$ cat src/sv/bmc_pkg.sv
// Package: shared types, codes and lookup functions of the button menu controller
`default_nettype none
package bmc_pkg;

    // Item kinds carried on s_tuser
    localparam logic [1:0] MODE_TICK   = 2'd0;
    localparam logic [1:0] MODE_BUTTON = 2'd1;
    localparam logic [1:0] MODE_HOST   = 2'd2;
    localparam logic [1:0] MODE_CTRL   = 2'd3;

    // Event codes of a result
    localparam logic [2:0] EV_NONE    = 3'd0;
    localparam logic [2:0] EV_ENTERED = 3'd1;
    localparam logic [2:0] EV_SAVED   = 3'd2;
    localparam logic [2:0] EV_LOCKED  = 3'd3;
    localparam logic [2:0] EV_HINT    = 3'd4;
    localparam logic [2:0] EV_ABORTED = 3'd5;
    localparam logic [2:0] EV_CAT_ADV = 3'd6;
    localparam logic [2:0] EV_VAL_ADV = 3'd7;

    // Categories
    localparam logic [1:0] SEL_TELEM  = 2'd0;
    localparam logic [1:0] SEL_STEADY = 2'd1;
    localparam logic [1:0] SEL_GAIN   = 2'd2;

    // Configuration register indexes
    localparam logic CFG_DEBOUNCE = 1'b0;
    localparam logic CFG_LONG     = 1'b1;

    // Reset values
    localparam logic [9:0]  DEBOUNCE_RST   = 10'd30;
    localparam logic [13:0] LONG_RST       = 14'd2000;
    localparam logic [8:0]  PERIOD_RST     = 9'd100;
    localparam logic [1:0]  GAIN_RST       = 2'd1;

    // Divider length: one quotient bit per step over the timestamp
    localparam int DIV_STEPS = 32;

    localparam int IN_TDATA_W  = 40;
    localparam int OUT_TDATA_W = 40;

    typedef enum logic [2:0] {
        ST_IDLE,
        ST_DEB,
        ST_LONG,
        ST_MISC,
        ST_PER,
        ST_DIV,
        ST_DONE
    } state_t;

    // Controller to datapath
    typedef struct packed {
        logic load;
        logic deb;
        logic lng;
        logic misc;
        logic per;
        logic div_step;
        logic div_last;
        logic emit;
    } cmd_t;

    // Datapath to controller
    typedef struct packed {
        logic is_tick;
        logic active;
        logic out_busy;
    } status_t;

    function automatic logic [12:0] gain_coeff_of(input logic [1:0] g);
        logic [12:0] c;
        case (g)
            2'd0:    c = 13'd3200;
            2'd2:    c = 13'd7800;
            default: c = 13'd5046;
        endcase
        return c;
    endfunction

    function automatic logic [8:0] period_of(input logic [1:0] cat, input logic telem,
                                             input logic steady, input logic [1:0] g);
        logic [8:0] p;
        if (cat == SEL_TELEM) begin
            p = telem ? 9'd70 : 9'd500;
        end else if (cat == SEL_STEADY) begin
            p = steady ? 9'd90 : 9'd450;
        end else if (g == 2'd0) begin
            p = 9'd350;
        end else if (g == 2'd1) begin
            p = 9'd160;
        end else begin
            p = 9'd60;
        end
        return p;
    endfunction

endpackage
`default_nettype wire

$ cat src/sv/button_menu_config_controller_core.sv
// Sequence: a tick item with the menu active passes debounce, long-hold check, period pick,
// 32 divider steps, result; with the menu inactive, no divider; other items: update, result.
// Throughput: one item at a time; the next is taken after the result registers, with the
// sequencer back in idle; a result still held by m_tready low holds the next one back.
// The 32 steps of the one-bit-per-cycle restoring divider set an active-menu tick's latency.
// Reset: aresetn is synchronous, active low; it clears the sequencer, the menu state,
// the configuration registers to their defaults, and the result valid flag.
`default_nettype none
module button_menu_config_controller_core
    import bmc_pkg::*;
(
    input  wire logic                   aclk,
    input  wire logic                   aresetn,
    // Input items
    input  wire logic                   s_tvalid,
    output logic                        s_tready,
    input  wire logic [IN_TDATA_W-1:0]  s_tdata,  // left_raw[0], now_ms[32:1], flag[33]
    input  wire logic [1:0]             s_tuser,  // mode[1:0]
    // Results
    output logic                        m_tvalid,
    input  wire logic                   m_tready,
    // menu_active[0], category[2:1], telem_on[3], steady_on[4], gain_preset[6:5],
    // gain_coeff[19:7], led_period_ms[28:20], led_level[29], event_res[32:30]
    output logic [OUT_TDATA_W-1:0]      m_tdata,
    // Configuration writes
    input  wire logic                   cfg_valid,
    output logic                        cfg_ready,
    input  wire logic                   cfg_index,
    input  wire logic [13:0]            cfg_data
);

    cmd_t    cmd;
    status_t status;
    logic    ctl_ready;

    assign cfg_ready = 1'b1;
    assign s_tready  = ctl_ready;

    // Sequencer
    bmc_controller u_ctrl (
        .aclk     (aclk),
        .aresetn  (aresetn),
        .s_tvalid (s_tvalid),
        .s_tready (ctl_ready),
        .status   (status),
        .cmd      (cmd)
    );

    // State, divider and result register
    bmc_datapath u_dp (
        .aclk      (aclk),
        .aresetn   (aresetn),
        .s_tdata   (s_tdata),
        .s_tuser   (s_tuser),
        .cfg_valid (cfg_valid),
        .cfg_index (cfg_index),
        .cfg_data  (cfg_data),
        .m_tvalid  (m_tvalid),
        .m_tready  (m_tready),
        .m_tdata   (m_tdata),
        .cmd       (cmd),
        .status    (status)
    );

endmodule
`default_nettype wire

$ cat src/sv/bmc_controller.sv
// Controller: sequences one item through debounce, long hold, divider and result
`default_nettype none
module bmc_controller
    import bmc_pkg::*;
(
    input  wire logic    aclk,
    input  wire logic    aresetn,
    input  wire logic    s_tvalid,
    output logic         s_tready,
    input  wire status_t status,
    output cmd_t         cmd
);

    localparam int CNT_W = $clog2(DIV_STEPS);

    state_t             state_reg, state_next;
    logic [CNT_W-1:0]   cnt_reg, cnt_next;
    logic               cnt_last;

    assign cnt_last = (cnt_reg == CNT_W'(DIV_STEPS - 1));

    // Hold state and step counter
    always_ff @(posedge aclk) begin
        if (!aresetn) begin
            state_reg <= ST_IDLE;
            cnt_reg   <= '0;
        end else begin
            state_reg <= state_next;
            cnt_reg   <= cnt_next;
        end
    end

    // Next state
    always_comb begin
        state_next = state_reg;
        cnt_next   = cnt_reg;
        unique case (state_reg)
            ST_IDLE: begin
                if (s_tvalid) begin
                    state_next = ST_DEB;
                end
            end
            // Route a freshly loaded item by its kind
            ST_DEB:  state_next = status.is_tick ? ST_LONG : ST_MISC;
            ST_LONG: state_next = ST_PER;
            ST_MISC: state_next = ST_DONE;
            ST_PER: begin
                cnt_next   = '0;
                state_next = status.active ? ST_DIV : ST_DONE;
            end
            ST_DIV: begin
                cnt_next = cnt_reg + CNT_W'(1);
                if (cnt_last) begin
                    state_next = ST_DONE;
                end
            end
            ST_DONE: begin
                if (!status.out_busy) begin
                    state_next = ST_IDLE;
                end
            end
            default: state_next = ST_IDLE;
        endcase
    end

    // Outputs
    always_comb begin
        cmd      = '0;
        s_tready = 1'b0;
        unique case (state_reg)
            ST_IDLE: begin
                s_tready = 1'b1;
                cmd.load = s_tvalid;
            end
            ST_DEB:  cmd.deb  = status.is_tick;
            ST_LONG: cmd.lng  = 1'b1;
            ST_MISC: cmd.misc = 1'b1;
            ST_PER:  cmd.per  = 1'b1;
            ST_DIV: begin
                cmd.div_step = 1'b1;
                cmd.div_last = cnt_last;
            end
            ST_DONE: cmd.emit = !status.out_busy;
            default: cmd = '0;
        endcase
    end

endmodule
`default_nettype wire

$ cat src/sv/bmc_datapath.sv
// Datapath: menu state, debounce timing, sequential divider and result register
`default_nettype none
module bmc_datapath
    import bmc_pkg::*;
(
    input  wire logic                   aclk,
    input  wire logic                   aresetn,
    input  wire logic [IN_TDATA_W-1:0]  s_tdata,
    input  wire logic [1:0]             s_tuser,
    input  wire logic                   cfg_valid,
    input  wire logic                   cfg_index,
    input  wire logic [13:0]            cfg_data,
    output logic                        m_tvalid,
    input  wire logic                   m_tready,
    output logic [OUT_TDATA_W-1:0]      m_tdata,
    input  wire cmd_t                   cmd,
    output status_t                     status
);

    // Item latch
    logic [1:0]  mode_reg;
    logic        raw_reg, flag_reg;
    logic [31:0] now_reg;
    logic [2:0]  ev_reg, ev_next;

    // Configuration
    logic [9:0]  deb_ms_reg;
    logic [13:0] long_ms_reg;

    // Menu state
    logic        stable_reg, stable_next;
    logic [31:0] change_reg, change_next;
    logic [31:0] press_reg, press_next;
    logic        long_done_reg, long_done_next;
    logic        active_reg, active_next;
    logic [1:0]  cat_reg, cat_next;
    logic        telem_reg, telem_next;
    logic        steady_reg, steady_next;
    logic [1:0]  gain_reg, gain_next;
    logic        sv_telem_reg, sv_telem_next;
    logic        sv_steady_reg, sv_steady_next;
    logic [1:0]  sv_gain_reg, sv_gain_next;
    logic        host_reg, host_next;
    logic        ctrl_reg, ctrl_next;
    logic [8:0]  period_reg, period_next;
    logic        level_reg, level_next;

    // Divider
    logic [31:0] dvd_reg, dvd_next;
    logic [8:0]  rem_reg, rem_next;
    logic [9:0]  trial;
    logic        q_bit;

    // Result register
    logic                   out_valid_reg;
    logic [OUT_TDATA_W-1:0] out_data_reg;

    logic [31:0] since_change, since_press;
    logic        ready_now, host_new, ctrl_new, ready_new;
    logic [1:0]  cat_inc, gain_inc;

    assign since_change = now_reg - change_reg;
    assign since_press  = now_reg - press_reg;
    assign ready_now    = host_reg && ctrl_reg;
    assign host_new     = (mode_reg == MODE_HOST) ? flag_reg : host_reg;
    assign ctrl_new     = (mode_reg == MODE_CTRL) ? flag_reg : ctrl_reg;
    assign ready_new    = host_new && ctrl_new;
    assign cat_inc      = (cat_reg >= 2'd2) ? 2'd0 : cat_reg + 2'd1;
    assign gain_inc     = (gain_reg >= 2'd2) ? 2'd0 : gain_reg + 2'd1;
    assign trial        = {rem_reg, dvd_reg[31]};
    assign q_bit        = (trial >= {1'b0, period_reg});

    // Work out the next menu state for the current command
    always_comb begin
        ev_next        = ev_reg;
        stable_next    = stable_reg;
        change_next    = change_reg;
        press_next     = press_reg;
        long_done_next = long_done_reg;
        active_next    = active_reg;
        cat_next       = cat_reg;
        telem_next     = telem_reg;
        steady_next    = steady_reg;
        gain_next      = gain_reg;
        sv_telem_next  = sv_telem_reg;
        sv_steady_next = sv_steady_reg;
        sv_gain_next   = sv_gain_reg;
        host_next      = host_reg;
        ctrl_next      = ctrl_reg;
        period_next    = period_reg;
        level_next     = level_reg;
        dvd_next       = dvd_reg;
        rem_next       = rem_reg;

        if (cmd.load) begin
            ev_next = EV_NONE;
        end

        // Debounce the raw level
        if (cmd.deb) begin
            if (raw_reg != stable_reg) begin
                if (change_reg == 32'd0) begin
                    change_next = now_reg;
                end else if (since_change >= {22'd0, deb_ms_reg}) begin
                    stable_next = raw_reg;
                    change_next = 32'd0;
                    if (!raw_reg) begin
                        press_next     = now_reg;
                        long_done_next = 1'b0;
                    end else begin
                        if (!long_done_reg && press_reg != 32'd0 &&
                            since_press < {18'd0, long_ms_reg} && active_reg) begin
                            cat_next = cat_inc;
                            ev_next  = EV_CAT_ADV;
                        end
                        press_next = 32'd0;
                    end
                end
            end else begin
                change_next = 32'd0;
            end
        end

        // Detect a long hold
        if (cmd.lng) begin
            if (!stable_reg && !long_done_reg && press_reg != 32'd0 &&
                since_press >= {18'd0, long_ms_reg}) begin
                long_done_next = 1'b1;
                if (active_reg) begin
                    sv_telem_next  = telem_reg;
                    sv_steady_next = steady_reg;
                    sv_gain_next   = gain_reg;
                    active_next    = 1'b0;
                    ev_next        = EV_SAVED;
                end else if (!ready_now) begin
                    ev_next = EV_LOCKED;
                end else begin
                    active_next = 1'b1;
                    cat_next    = SEL_TELEM;
                    ev_next     = EV_ENTERED;
                end
            end
        end

        // Second button and readiness updates
        if (cmd.misc) begin
            if (mode_reg == MODE_BUTTON) begin
                if (flag_reg) begin
                    if (active_reg) begin
                        case (cat_reg)
                            SEL_TELEM:  telem_next  = !telem_reg;
                            SEL_STEADY: steady_next = !steady_reg;
                            default:    gain_next   = gain_inc;
                        endcase
                        ev_next = EV_VAL_ADV;
                    end else if (ready_now) begin
                        ev_next = EV_HINT;
                    end
                end
            end else begin
                host_next = host_new;
                ctrl_next = ctrl_new;
                if (!ready_new && active_reg) begin
                    active_next = 1'b0;
                    telem_next  = sv_telem_reg;
                    steady_next = sv_steady_reg;
                    gain_next   = sv_gain_reg;
                    ev_next     = EV_ABORTED;
                end
            end
        end

        // Pick the blink period and prime the divider
        if (cmd.per && active_reg) begin
            period_next = period_of(cat_reg, telem_reg, steady_reg, gain_reg);
            dvd_next    = now_reg;
            rem_next    = '0;
        end

        // One restoring step; the final quotient bit is the LED level
        if (cmd.div_step) begin
            dvd_next = {dvd_reg[30:0], 1'b0};
            rem_next = q_bit ? 9'(trial - {1'b0, period_reg}) : trial[8:0];
            if (cmd.div_last) begin
                level_next = q_bit;
            end
        end
    end

    // Control state with reset
    always_ff @(posedge aclk) begin
        if (!aresetn) begin
            deb_ms_reg    <= DEBOUNCE_RST;
            long_ms_reg   <= LONG_RST;
            stable_reg    <= 1'b1;
            change_reg    <= '0;
            press_reg     <= '0;
            long_done_reg <= 1'b0;
            active_reg    <= 1'b0;
            cat_reg       <= SEL_TELEM;
            telem_reg     <= 1'b0;
            steady_reg    <= 1'b0;
            gain_reg      <= GAIN_RST;
            sv_telem_reg  <= 1'b0;
            sv_steady_reg <= 1'b0;
            sv_gain_reg   <= GAIN_RST;
            host_reg      <= 1'b0;
            ctrl_reg      <= 1'b0;
            period_reg    <= PERIOD_RST;
            level_reg     <= 1'b0;
            out_valid_reg <= 1'b0;
        end else begin
            if (cfg_valid) begin
                if (cfg_index == CFG_DEBOUNCE) begin
                    deb_ms_reg <= cfg_data[9:0];
                end else begin
                    long_ms_reg <= cfg_data;
                end
            end
            stable_reg    <= stable_next;
            change_reg    <= change_next;
            press_reg     <= press_next;
            long_done_reg <= long_done_next;
            active_reg    <= active_next;
            cat_reg       <= cat_next;
            telem_reg     <= telem_next;
            steady_reg    <= steady_next;
            gain_reg      <= gain_next;
            sv_telem_reg  <= sv_telem_next;
            sv_steady_reg <= sv_steady_next;
            sv_gain_reg   <= sv_gain_next;
            host_reg      <= host_next;
            ctrl_reg      <= ctrl_next;
            period_reg    <= period_next;
            level_reg     <= level_next;
            // Drop a taken result, raise a new one
            if (cmd.emit) begin
                out_valid_reg <= 1'b1;
            end else if (m_tready) begin
                out_valid_reg <= 1'b0;
            end
        end
    end

    // Payload registers
    always_ff @(posedge aclk) begin
        ev_reg  <= ev_next;
        dvd_reg <= dvd_next;
        rem_reg <= rem_next;
        if (cmd.load) begin
            mode_reg <= s_tuser;
            raw_reg  <= s_tdata[0];
            now_reg  <= s_tdata[32:1];
            flag_reg <= s_tdata[33];
        end
        if (cmd.emit) begin
            out_data_reg <= {7'd0, ev_reg, level_reg, period_reg, gain_coeff_of(gain_reg),
                             gain_reg, steady_reg, telem_reg, cat_reg, active_reg};
        end
    end

    assign m_tvalid        = out_valid_reg;
    assign m_tdata         = out_data_reg;
    assign status.is_tick  = (mode_reg == MODE_TICK);
    assign status.active   = active_reg;
    assign status.out_busy = out_valid_reg && !m_tready;

endmodule
`default_nettype wire

$ cat config.mk
export PLATFORM = sky130hd
export DESIGN_NAME = button_menu_config_controller_core
export DESIGN_NICKNAME = d
export VERILOG_FILES = /design/src/sv/bmc_pkg.sv /design/src/sv/button_menu_config_controller_core.sv /design/src/sv/bmc_controller.sv /design/src/sv/bmc_datapath.sv
export SDC_FILE = /design/constraint.sdc
export NUM_CORES = 1
export LEC_CHECK = 0
export ABC_AREA = 1
export BUFFER_PORTS_ARGS = -buffer_cell sky130_fd_sc_hd__buf_4
export CORE_MARGIN = 2
export CORE_UTILIZATION = 50
export CTS_CLUSTER_DIAMETER = 50
export DETAILED_ROUTE_END_ITERATION = 8
export GPL_ROUTABILITY_DRIVEN = 0
export MAX_ROUTING_LAYER = met4
export PLACE_DENSITY = 0.68
export SLEW_MARGIN = 20
export SYNTH_ARGS = -nofsm -noshare
export SYNTH_HDL_FRONTEND = slang
export SYNTH_SLANG_ARGS = --single-unit
export TNS_END_PERCENT = 5
$ cat constraint.sdc
create_clock -name aclk -period 4.8 [get_ports aclk]
set_clock_uncertainty 0.2 [all_clocks]
set_input_delay 0 -clock aclk [delete_from_list [all_inputs] [get_ports aclk]]
set_output_delay 0 -clock aclk [all_outputs]
set_load 0.02 [all_outputs]
# [After elaboration in Yosys (flattened, before gate mapping)]
# Cells that the tools add are included.
# W data, S select, Z words.
[totals] regBits=235 inputBits=62 out_inout_bits=43 word_cells=201
[op_classes] addsub=6 order_cmp=6 eq_ne=23 n_mux=93 bitwise_logic=3 n_reduce_logical=40
[ops] op="$mux W32" count=6
[ops] op="$mux W9" count=8
[ops] op="$sub A32 B32 Y32" count=2
[ops] op="$mux W3" count=19
[ops] op="$mux W2" count=20
[ops] op="$mux W1" count=36
[ops] op="$ge A32 B10 Y1" count=1
[ops] op="$ge A32 B14 Y1" count=1
[ops] op="$logic_not A32 Y1" count=1
[ops] op="$lt A32 B14 Y1" count=1
[ops] op="$reduce_bool A32 Y1" count=1
[ops] op="$pmux W13 S2" count=1
[ops] op="$pmux W3 S7" count=1
[ops] op="$reduce_and A5 Y1" count=3
[ops] op="$logic_and A1 B1 Y1" count=11
[ops] op="$ge A10 B9 Y1" count=1
[ops] op="$ne A2 B2 Y1 const B" count=5
[ops] op="$pmux W5 S2" count=1
[ops] op="$reduce_and A2 Y1" count=5
[ops] op="$eq A3 B3 Y1 const B" count=3
[ops] op="$sub A9 B9 Y9" count=1
[ops] op="$mux W8" count=1
[ops] op="$reduce_bool A2 Y1" count=4
[ops] op="$logic_not A1 Y1" count=7
[ops] op="other kinds (17)" count=31

# [Depth between registers and ports, before layout]
# Gate-level depths: netlist (run 1).
[depth] depth_word=17 depth_mapped=30 ltp_nobuf=28

# [By module]
# From an unflattened synthesis (run 1), not the netlist that was laid out.
[unflattened] cells_unflattened=2241 area_unflattened_um2=15247.1
[by_module_without_submodules] mod="bmc_datapath" instances=1 cells_per_inst=2166 area_each_um2=14745.4 seq_area_each_um2=5345.1
[by_module_without_submodules] mod="bmc_controller" instances=1 cells_per_inst=73 area_each_um2=490.5 seq_area_each_um2=160.2
[by_module_without_submodules] mod="button_menu_config_controller_core" instances=1 cells_per_inst=2 area_each_um2=11.3 seq_area_each_um2=0.0

# [Worst setup path before layout (run 1)]
# OpenSTA, ideal clock, no wires.
[synth_timing] path_kind="register to register" startpoint="register u_dp.now_reg[0]" endpoint="register u_dp.change_reg[0]" setup_time_ns=0.115 t_arrival_ns=3.323 required_ns=4.485 path_slack_ns=1.162 stages_incl_launch_ff=29 synth_period_minus_slack_ns=3.638 path_cell_list="edfxtp_1 > inv_1 > ha_1 > inv_1 > fa_1 > nand3_1 > nand2_1 > nand2_1 > nand2_2 > xor2_1 > ha_1 > nand2_1 > nor2_1 > and2_1 > nor2_1 > nand2_1 > nand2_1 > nand2_1 > nor2_1 > nand3_1 > nor2_1 > nand2_1 > nor2_1 > nand3_1 > or2_1 > buf_6 > buf_6 > a21oi_1 > nor2_1"
[synth_between] elab_chain_cells=4 elab_cells_between_ends=6
[synth_lines] element="start, declared" line_no="bmc_datapath.sv:23" text="logic [31:0] now_reg;"
[synth_lines] element="start signal, assigned" line_no="bmc_datapath.sv:253" text="now_reg <= s_tdata[32:1];"
[synth_lines] element="$sub A32 B32 Y32" line_no="bmc_datapath.sv:62" text="assign since_change = now_reg - change_reg;"
[synth_lines] element="$ge A32 B10 Y1" line_no="bmc_datapath.sv:104" text="end else if (since_change >= {22'd0, deb_ms_reg}) begin"
[synth_lines] element="$ne A3 B3 Y1 (no source line)"
[synth_lines] element="$reduce_and A2 Y1 (no source line)"
[synth_lines] element="end signal, assigned" line_no="bmc_datapath.sv:221" text="change_reg <= change_next;"
[synth_lines] element="end, declared" line_no="bmc_datapath.sv:32" text="logic [31:0] change_reg, change_next;"
# Several ways; a longest one is shown, not always the timed one.
# A chain may end at the register's enable or synchronous reset.

# [Final worst setup path (run 1)]
[layout_timing] startpoint="register u_dp.now_reg[0]" endpoint="register u_dp.change_reg[23]"
[layout_between] elab_chain_cells=4
[layout_lines] element="$sub A32 B32 Y32" line_no="bmc_datapath.sv:62"
[layout_lines] element="$ge A32 B10 Y1" line_no="bmc_datapath.sv:104"
[layout_lines] element="$ne A3 B3 Y1 (no source line)"
[layout_lines] element="$reduce_and A2 Y1 (no source line)"
# No other way between the ends.

==> out/qor.yml, run 1 <==
status: "complete, no violations"
wl_per_cell_um: 14.7
portBuffers: 88
post_synth_num_cell_types: 45
ys_warn_count: 0
vdd_drop_max_mv: 0.366
timing.fmax_mhz: 229
min_path_type: "in -> reg"
dieArea_um2: 31900
ys_async_sr_fraction: 0
whs_endpoint: "u_dp.long_ms_reg[9]"
via_count: 14700
antenna_found_initial: 1
dieHeight_um: 179
dr.pass1.iters: 5
cts.htree.levels: 1
crit_fanout: 64
min_from: "cfg_data[9]"
slew_violations: 0
holdPathStages: 4
r2r-end: "u_dp.change_reg[23]"
post-route-period-util: 0.910
fin_ws_ps: 431
synthCells: 2245
rsz0062_at_grt: "no"
post-cts-setup-buffers: 0
p_leak_nw: 8.74
layout-drive-gt1-share: 0.0854
end_kind: "flip-flop"
clockBufferDepth: 3
core_um2: 29900
antenna_left: 0
r2r_start: "u_dp.now_reg[0]"
clk_pin_slew_ps: 60
final_common_cell: "nand2_1"
path_class: "reg -> reg"
setup_viol: 0
grt_max_degree: 70
cp-start-kind: "flip-flop"
synth_area_um2: 15300
clk_latency_ps: 560
worstPathArrival_ps: 4610
grt_pass1_vias: 13800
cts_tree: "done"
io_pins: 105
powerDensity_nw_per_um2: 472
syn_avg_cell_area_um2: 6.80
drc: 0
area_growth_pct: 20.0
layout_common_cells: "nand2_1 (720), inv_1 (370), a21oi_1 (204)"
numCtsBuffers: 30
synth-seq-cells: 225
min_period_ps: 4370
routed_wl_mm: 41.7
cts_num_sinks: 225
dieWidth_um: 179
drt_iter0_markers: 1139
setup_tns_ps: 0
place_ws_ps: 451
reg2regPathDepth: 27
grt_pass1_wl_mm: 67.8
required_ps: 5040
grt_overflow_total: 0
slew_headroom: 0.487
synth_ff_type: "dfxtp_1"
grt_usage: 0.270
cap_violations: 0
root_buffer: "clkbuf_16"
hold_violations: 0
yosysSeqAreaShare: 0.361
rows: 63
hpwl_mm: 30.3
max_slew.worst_pin.slew_ps: 770
rrSetupSlack_ps: 430
via_per_inst: 5.17
nets: 2584
start_util: 0.511
synth_edf_count: 100
synthesized netlist by cell type, types with 3 or more instances:
cell,number,share of area
a211oi_1,7,0.0034
edfxtp_1,100,0.20
buf_1,4,0.00098
nand2_1,721,0.18
nor2_1,196,0.048
nand3_2,28,0.018
buf_2,7,0.0023
o21bai_1,4,0.0020
o21ai_0,58,0.019
xor2_1,24,0.014
nand3_1,79,0.026
xnor2_1,6,0.0034
o211ai_1,14,0.0069
nand3b_1,10,0.0049
buf_4,21,0.010
a21oi_1,204,0.067
inv_1,371,0.091
buf_6,7,0.0052
inv_2,6,0.0015
clkinv_1,3,0.00074
and2_1,6,0.0025
dfxtp_1,125,0.16
nand2_2,8,0.0033
clkbuf_1,35,0.0086
ha_1,96,0.079
fa_1,3,0.0039
nor3_1,44,0.014
nand4_1,26,0.011
nor4_1,8,0.0033
a31oi_1,4,0.0016
metal layers:
metal  vias up  global-route usage  wire length [um]
met5         -                   -                 0
met4         0              0.0759              1130
met3        80              0.0248              2030
met2       361               0.455             19600
met1      6757               0.348             18900
li1       7484                   -                 -
worst max-delay path by stage:
| stage | startpoint | end | cells past startpoint |
|---|---|---|---|
| floorplan | u_dp.now_reg[0] | u_dp.change_reg[0] | 28 |
| global placement | u_dp.now_reg[0] | u_dp.press_reg[30] | 28 |
| detailed placement | u_dp.now_reg[0] | u_dp.press_reg[31] | 28 |
| CTS | u_dp.now_reg[0] | u_dp.press_reg[31] | 28 |
| global route | u_dp.now_reg[0] | u_dp.change_reg[10] | 27 |
| finish | u_dp.now_reg[0] | u_dp.change_reg[23] | 27 |
power by group:
group	internal, mW	switching, mW
clock network	1.38	0.898
registers	2.28	0.251
logic	1.34	2.49
logic make-up after synthesis:
kind of cell,count (synthesis),synth area share
compound gates,299,0.104
flops,225,0.361
xor+xnor,30,0.0172
simple gates,1136,0.314
buf+inv,454,0.121
other cells,2,0.000492
fa+ha+maj,99,0.0826
stage by stage:
step                total power [mW]  hold slack (ps)  instances  cell area, um2   util
finish                          8.64              108       2838           18300  0.613
global route                    9.31              116       2838           18300  0.613
detailed placement              6.25            -20.8       2671           16200  0.541
CTS                             8.60             61.9       2836           18300  0.612
floorplan                       5.25             -101       2253           15300      -
global placement                6.17            -21.7       2671           16200  0.541
layout make-up:
class                           count  area (um2)
Multi-Input combinational cell   1574        7970
Inverter                          380        1430
Tap cell                          390         488
Antenna cell                        1        2.50
Sequential cell                   225        5510
Fill cell                        2703       11600
Clock buffer                       37         808
Clock inverter                     19         213
Timing Repair Buffer              212        1900
timing repair:
action	4_1_cts	5_1_grt
hold endpoints to repair	180	0
hold buffers	109	0
setup endpoints to repair	0	3
resized for setup	0	1
critical path, cell delays in order, from the launching register on:
cell and delay (ps):
edfxtp_1 460, inv_1 170, ha_1 170, inv_1 70, fa_1 400, nand3_1 110
nand2_1 120, nand2_1 100, nand2_2 100, xor2_1 170, ha_1 270, nand2_1 80
nor2_1 60, and2_1 130, nor2_1 80, nand2_1 50, nand2_1 50, nand2_1 90
nor2_1 110, nand3_1 80, nor2_1 90, nand2_1 60, nor2_1 80, nand3_1 130
or2_2 330, buf_12 220, a21oi_1 190, nor2_1 80
No activity file was read; power rests on OpenSTA's default activity.
==> run 2, diff against run 1 <==
CTS_BUF_LIST = sky130_fd_sc_hd__clkbuf_8   (was default)
SYNTH_HIERARCHICAL = 1   (was default)
==> out/qor.yml, run 2 <==
powerDensity_nw_per_um2: 339
critical_path.top_delay_family: "simple AND/OR/NAND/NOR gates"
grt_overflow_total: 0
synth_xor_area_frac: 0.0167
min_path_type: "in -> reg"
yosysTopAreaCellShare: 0.197
yosys.area_share.simple: 0.313
dieArea_um2: 31900
muxShareOfSynthArea: 0
final_common_cell: "nand2_1"
antenna_found_initial: 0
routed_wl_mm: 41.7
clk_pin_slew_ps: 60
hold_violations: 0
core_um2: 29800
root_buffer: "clkbuf_8"
dpl_cell_area_um2: 16200
slew_headroom: 0.492
netlist_top_cells_count: "nand2_1 (769), inv_1 (390), nor2_1 (166)"
r2r_start: "u_dp/now_reg[0]"
status: "complete, no violations"
grt_pass1_vias: 13700
holdWs_ps: 93.1
via_per_inst: 5.09
numCtsBuffers: 41
post_synth_num_cell_types: 45
cts_num_sinks: 225
setup_viol: 0
synth_top_family_by_area: "simple AND/OR/NAND/NOR gates"
synth_area_um2: 15200
fin_area_um2: 18100
start_util: 0.512
rsz0062_at_grt: "no"
wl_per_cell_um: 14.6
critPathBufInv: 3
yosysMostFrequentCell: "nand2_1"
grt_pass1_wl_mm: 66.3
fin_cells: 2862
setup_tns_ps: 0
drt_iter0_markers: 985
ys_async_sr_fraction: 0
required_ps: 4970
cp_slowest_stage_delay_ps: 430
clockBufferDepth: 3
via_count: 14600
dieWidth_um: 179
netlist_top_cells_area: "edfxtp_1 (20%), nand2_1 (19%), dfxtp_1 (16%)"
rrSetupSlack_ps: 410
grt_usage: 0.268
post-route-period-util: 0.914
hpwl_mm: 31.1
slew_violations: 0
place_ws_ps: 406
reg2regPathDepth: 28
cap_violations: 0
numPlacedInstances: 2680
yosysSeqAreaShare: 0.361
power_mw: 6.13
synth_area_leader_cell: "edfxtp_1"
end_kind: "flip-flop"
fillCellCount: 2763
r2r-end: "u_dp/press_reg[5]"
whs_endpoint: "u_dp/long_ms_reg[6]"
synth_ff_type: "dfxtp_1"
synth_compound_area_frac: 0.104
synth-seq-cells: 225
crit_fanout: 32
rows: 63
min_from: "cfg_data[6]"
area_growth_pct: 18.7
grt_max_degree: 46
portBuffers: 88
ys_warn_count: 6
syn_avg_cell_area_um2: 6.80
cp_common_cell: "nand2_1"
layout-drive-gt1-share: 0.104
cts_tree: "done"
vdd_drop_max_mv: 0.251
fin_ws_ps: 412
worstPathArrival_ps: 4560
synthCells: 2241
cp-start-kind: "flip-flop"
synthAdderAreaFrac: 0.0827
post-cts-setup-buffers: 0
holdPathStages: 4
slowest_stage: "fa_1"
layout_common_cells: "nand2_1 (769), inv_1 (402), nor2_1 (164)"
path_class: "reg -> reg"
synth_edf_count: 100
clk_latency_ps: 560
antenna_left: 0
io_pins: 105
min_period_ps: 4390
dieHeight_um: 179
timing.fmax_mhz: 228
cts.htree.levels: 2
drc: 0
nets: 2601
dr.pass1.iters: 6
max_slew.worst_pin.slew_ps: 759
diodes: 0
final_util: 0.607
p_leak_nw: 8.64
run 2: layout make-up:
cell class                      count  area [um2]  area share
Sequential cell                   225        5510       0.304
Inverter                          405        1520      0.0842
Clock buffer                       43         592      0.0327
Timing Repair Buffer              206        1830       0.101
Multi-Input combinational cell   1561        7940       0.439
Tap cell                          390         488      0.0270
Clock inverter                     32         216      0.0120
run 2: worst max-delay path by stage:
stage                         start                  to  slack, ps  cells after the start
finish              u_dp/now_reg[0]   u_dp/press_reg[5]        410                     28
detailed placement  u_dp/now_reg[0]  u_dp/long_done_reg        410                     27
global placement    u_dp/now_reg[0]  u_dp/long_done_reg        510                     27
CTS                 u_dp/now_reg[0]   u_dp/press_reg[5]        370                     27
floorplan           u_dp/now_reg[0]  u_dp/press_reg[31]       1180                     28
global route        u_dp/now_reg[0]  u_dp/press_reg[29]         80                     27
run 2: what timing repair did:
action	4_1_cts	5_1_grt
hold endpoints to repair	86	0
gates resized for setup	0	1
hold buffers	107	0
endpoints found under the setup margin	0	2
run 2: report_power, final:
group | leakage, nW | switching (mW) | total [mW] | internal, mW
registers | 1.94 | 0.148 | 2.27 | 2.13
logic | 6.25 | 1.33 | 2.06 | 0.733
clock network | 0.451 | 0.840 | 1.80 | 0.958
total | 8.64 | 2.32 | 6.13 | 3.82
run 2: metal layers:
metal / up-vias / wire length (um) / track usage
met3: 102 / 2190 / 0.0313
met5: - / 0 / -
met1: 6559 / 18200 / 0.325
li1: 7448 / - / -
met2: 462 / 19600 / 0.458
met4: 0 / 1680 / 0.105
run 2: cells by family (layout without fill, tap and decap cells):
family	after synthesis	count (layout)
simple gates	1147	1147
buf+inv	463	686
compound gates	276	276
flops	225	225
fa+ha+maj	99	99
xor+xnor	29	29
other cells	2	10
run 2: tightest hold or removal path, cell delays in order:
cell and delay [ps]:
dlygate4sd3_1 520, buf_4 140, nand2_1 60, o211ai_1 60
==> run 3, diff against run 2 <==
CELL_PAD_IN_SITES_DETAIL_PLACEMENT = 0   (was default)
CELL_PAD_IN_SITES_GLOBAL_PLACEMENT = 1   (was default)
CORE_UTILIZATION = 46   (was 50)
PLACE_DENSITY = default   (was 0.68)
PLACE_DENSITY_LB_ADDON = 0.1   (was default)
==> out/qor.yml, run 3 (synthesis results as in run 2) <==
highest_layer: "met4"
clk_latency_ps: 580
rrSetupSlack_ps: 410
dieArea_um2: 34600
root_buffer: "clkbuf_8"
cp-startpoint: "u_dp/now_reg[0]"
final_common_cell: "nand2_1"
io_pins: 105
hold_violations: 0
core_um2: 32600
met2_length_mm: 20.7
setup_viol: 0
crit_fanout: 32
r2r_start: "u_dp/now_reg[0]"
via_per_inst: 4.93
cts.htree.levels: 2
reg2regPathDepth: 28
post-route-period-util: 0.916
antenna_found_initial: 0
clk_pin_slew_ps: 60
critPathBufInv: 3
drt_iter0_markers: 770
grt_pass1_wl_mm: 70.3
dieWidth_um: 186
routed_wl_mm: 44.3
worstPathArrival_ps: 4580
met3WireLength_mm: 2.17
cp_common_cell: "nand2_1"
place_ws_ps: 288
holdWs_ps: 66.9
max_slew.worst_pin.slew_ps: 932
slew_headroom: 0.379
portBuffers: 88
cts_tree: "done"
final_util: 0.561
fin_ws_ps: 405
min_period_ps: 4390
setup_tns_ps: 0
layout_common_cells: "nand2_1 (769), inv_1 (404), nor2_1 (163)"
critPathCapture: "u_dp/press_reg[29]"
timing.fmax_mhz: 228
grt_overflow_total: 0
dr.pass1.iters: 5
slowest_stage: "fa_1"
critical_path.top_delay_family: "simple AND/OR/NAND/NOR gates"
cp_slowest_stage_delay_ps: 430
path_class: "reg -> reg"
wl_met1_mm: 19.7
rsz0062_at_grt: "no"
path_depth: 28
r2r-end: "u_dp/press_reg[29]"
vdd_drop_max_mv: 0.266
grt_usage: 0.268
area_growth_pct: 20.1
dieHeight_um: 186
min_path_type: "in -> reg"
diodes: 0
layout-drive-gt1-share: 0.107
p_leak_nw: 8.72
fillCellCount: 3215
grt_max_degree: 66
required_ps: 4980
wl_per_cell_um: 15.1
antenna_left: 0
post-cts-setup-buffers: 0
cts_num_sinks: 225
hpwl_mm: 33.5
via_count: 14400
powerDensity_nw_per_um2: 340
status: "complete, no violations"
rows: 66
drc: 0
slew_violations: 0
nets: 2613
cap_violations: 0
start_util: 0.467
cp-start-kind: "flip-flop"
grt_pass1_vias: 13600
numCtsBuffers: 41
clockBufferDepth: 3
end_kind: "flip-flop"
[run 3: report_power, final]
group / leakage [nW] / switching, mW / internal, mW / total, mW
combinational: 6.29 / 1.35 / 0.745 / 2.09
clock: 0.485 / 0.858 / 1.01 / 1.87
sequential: 1.94 / 0.142 / 2.13 / 2.27
[run 3: timing repair]
| action | CTS | global route |
|---|---|---|
| hold endpoints to repair | 92 | 0 |
| hold buffers | 112 | 0 |
| resized for setup | 0 | 6 |
| setup endpoints to repair | 0 | 32 |
[run 3: worst min-delay path by stage]
stage	startpoint	endpoint	cells past startpoint
after detailed placement	s_tdata[28]	u_dp/now_reg[27]	1
after global routing	cfg_data[7]	u_dp/long_ms_reg[7]	4
after floorplan	aresetn	u_ctrl/state_reg[1]	2
after global placement	s_tdata[10]	u_dp/now_reg[9]	1
after CTS	cfg_data[4]	u_dp/long_ms_reg[4]	4
final	cfg_data[4]	u_dp/long_ms_reg[4]	4
[run 3: cell type report]
cell class	count	area, um2	share of cell area
Clock inverter	29	190	0.0104
Timing Repair Buffer	218	1940	0.106
Multi-Input combinational cell	1561	7960	0.435
Sequential cell	225	5510	0.301
Inverter	405	1520	0.0831
Tap cell	442	553	0.0302
Clock buffer	47	647	0.0353
[run 3: worst register-to-register path: cells and delay by family (launching register included)]
family | cells | cell delay, ps
AND/OR/NAND/NOR | 20 | 2020
adder cells (fa/ha/maj) | 3 | 880
buffers and inverters | 3 | 480
flip-flops | 1 | 400
XOR/XNOR | 1 | 170
AO/OA/AOI/OAI | 1 | 70
[run 3: per-layer routing]
metal / global-route usage / vias to the layer above
met5: - / -
met4: 0.104 / 0
met3: 0.0321 / 92
met2: 0.451 / 380
met1: 0.328 / 6473
li1: - / 7473
[run 3: through the flow]
stage	instance area (um2)	power (mW)	cells
finish	18300	6.23	2927
global route	18300	6.67	2927
global placement	16300	4.29	2739
floorplan	15300	3.73	2249
detailed placement	16300	4.32	2739
CTS	18300	6.26	2927
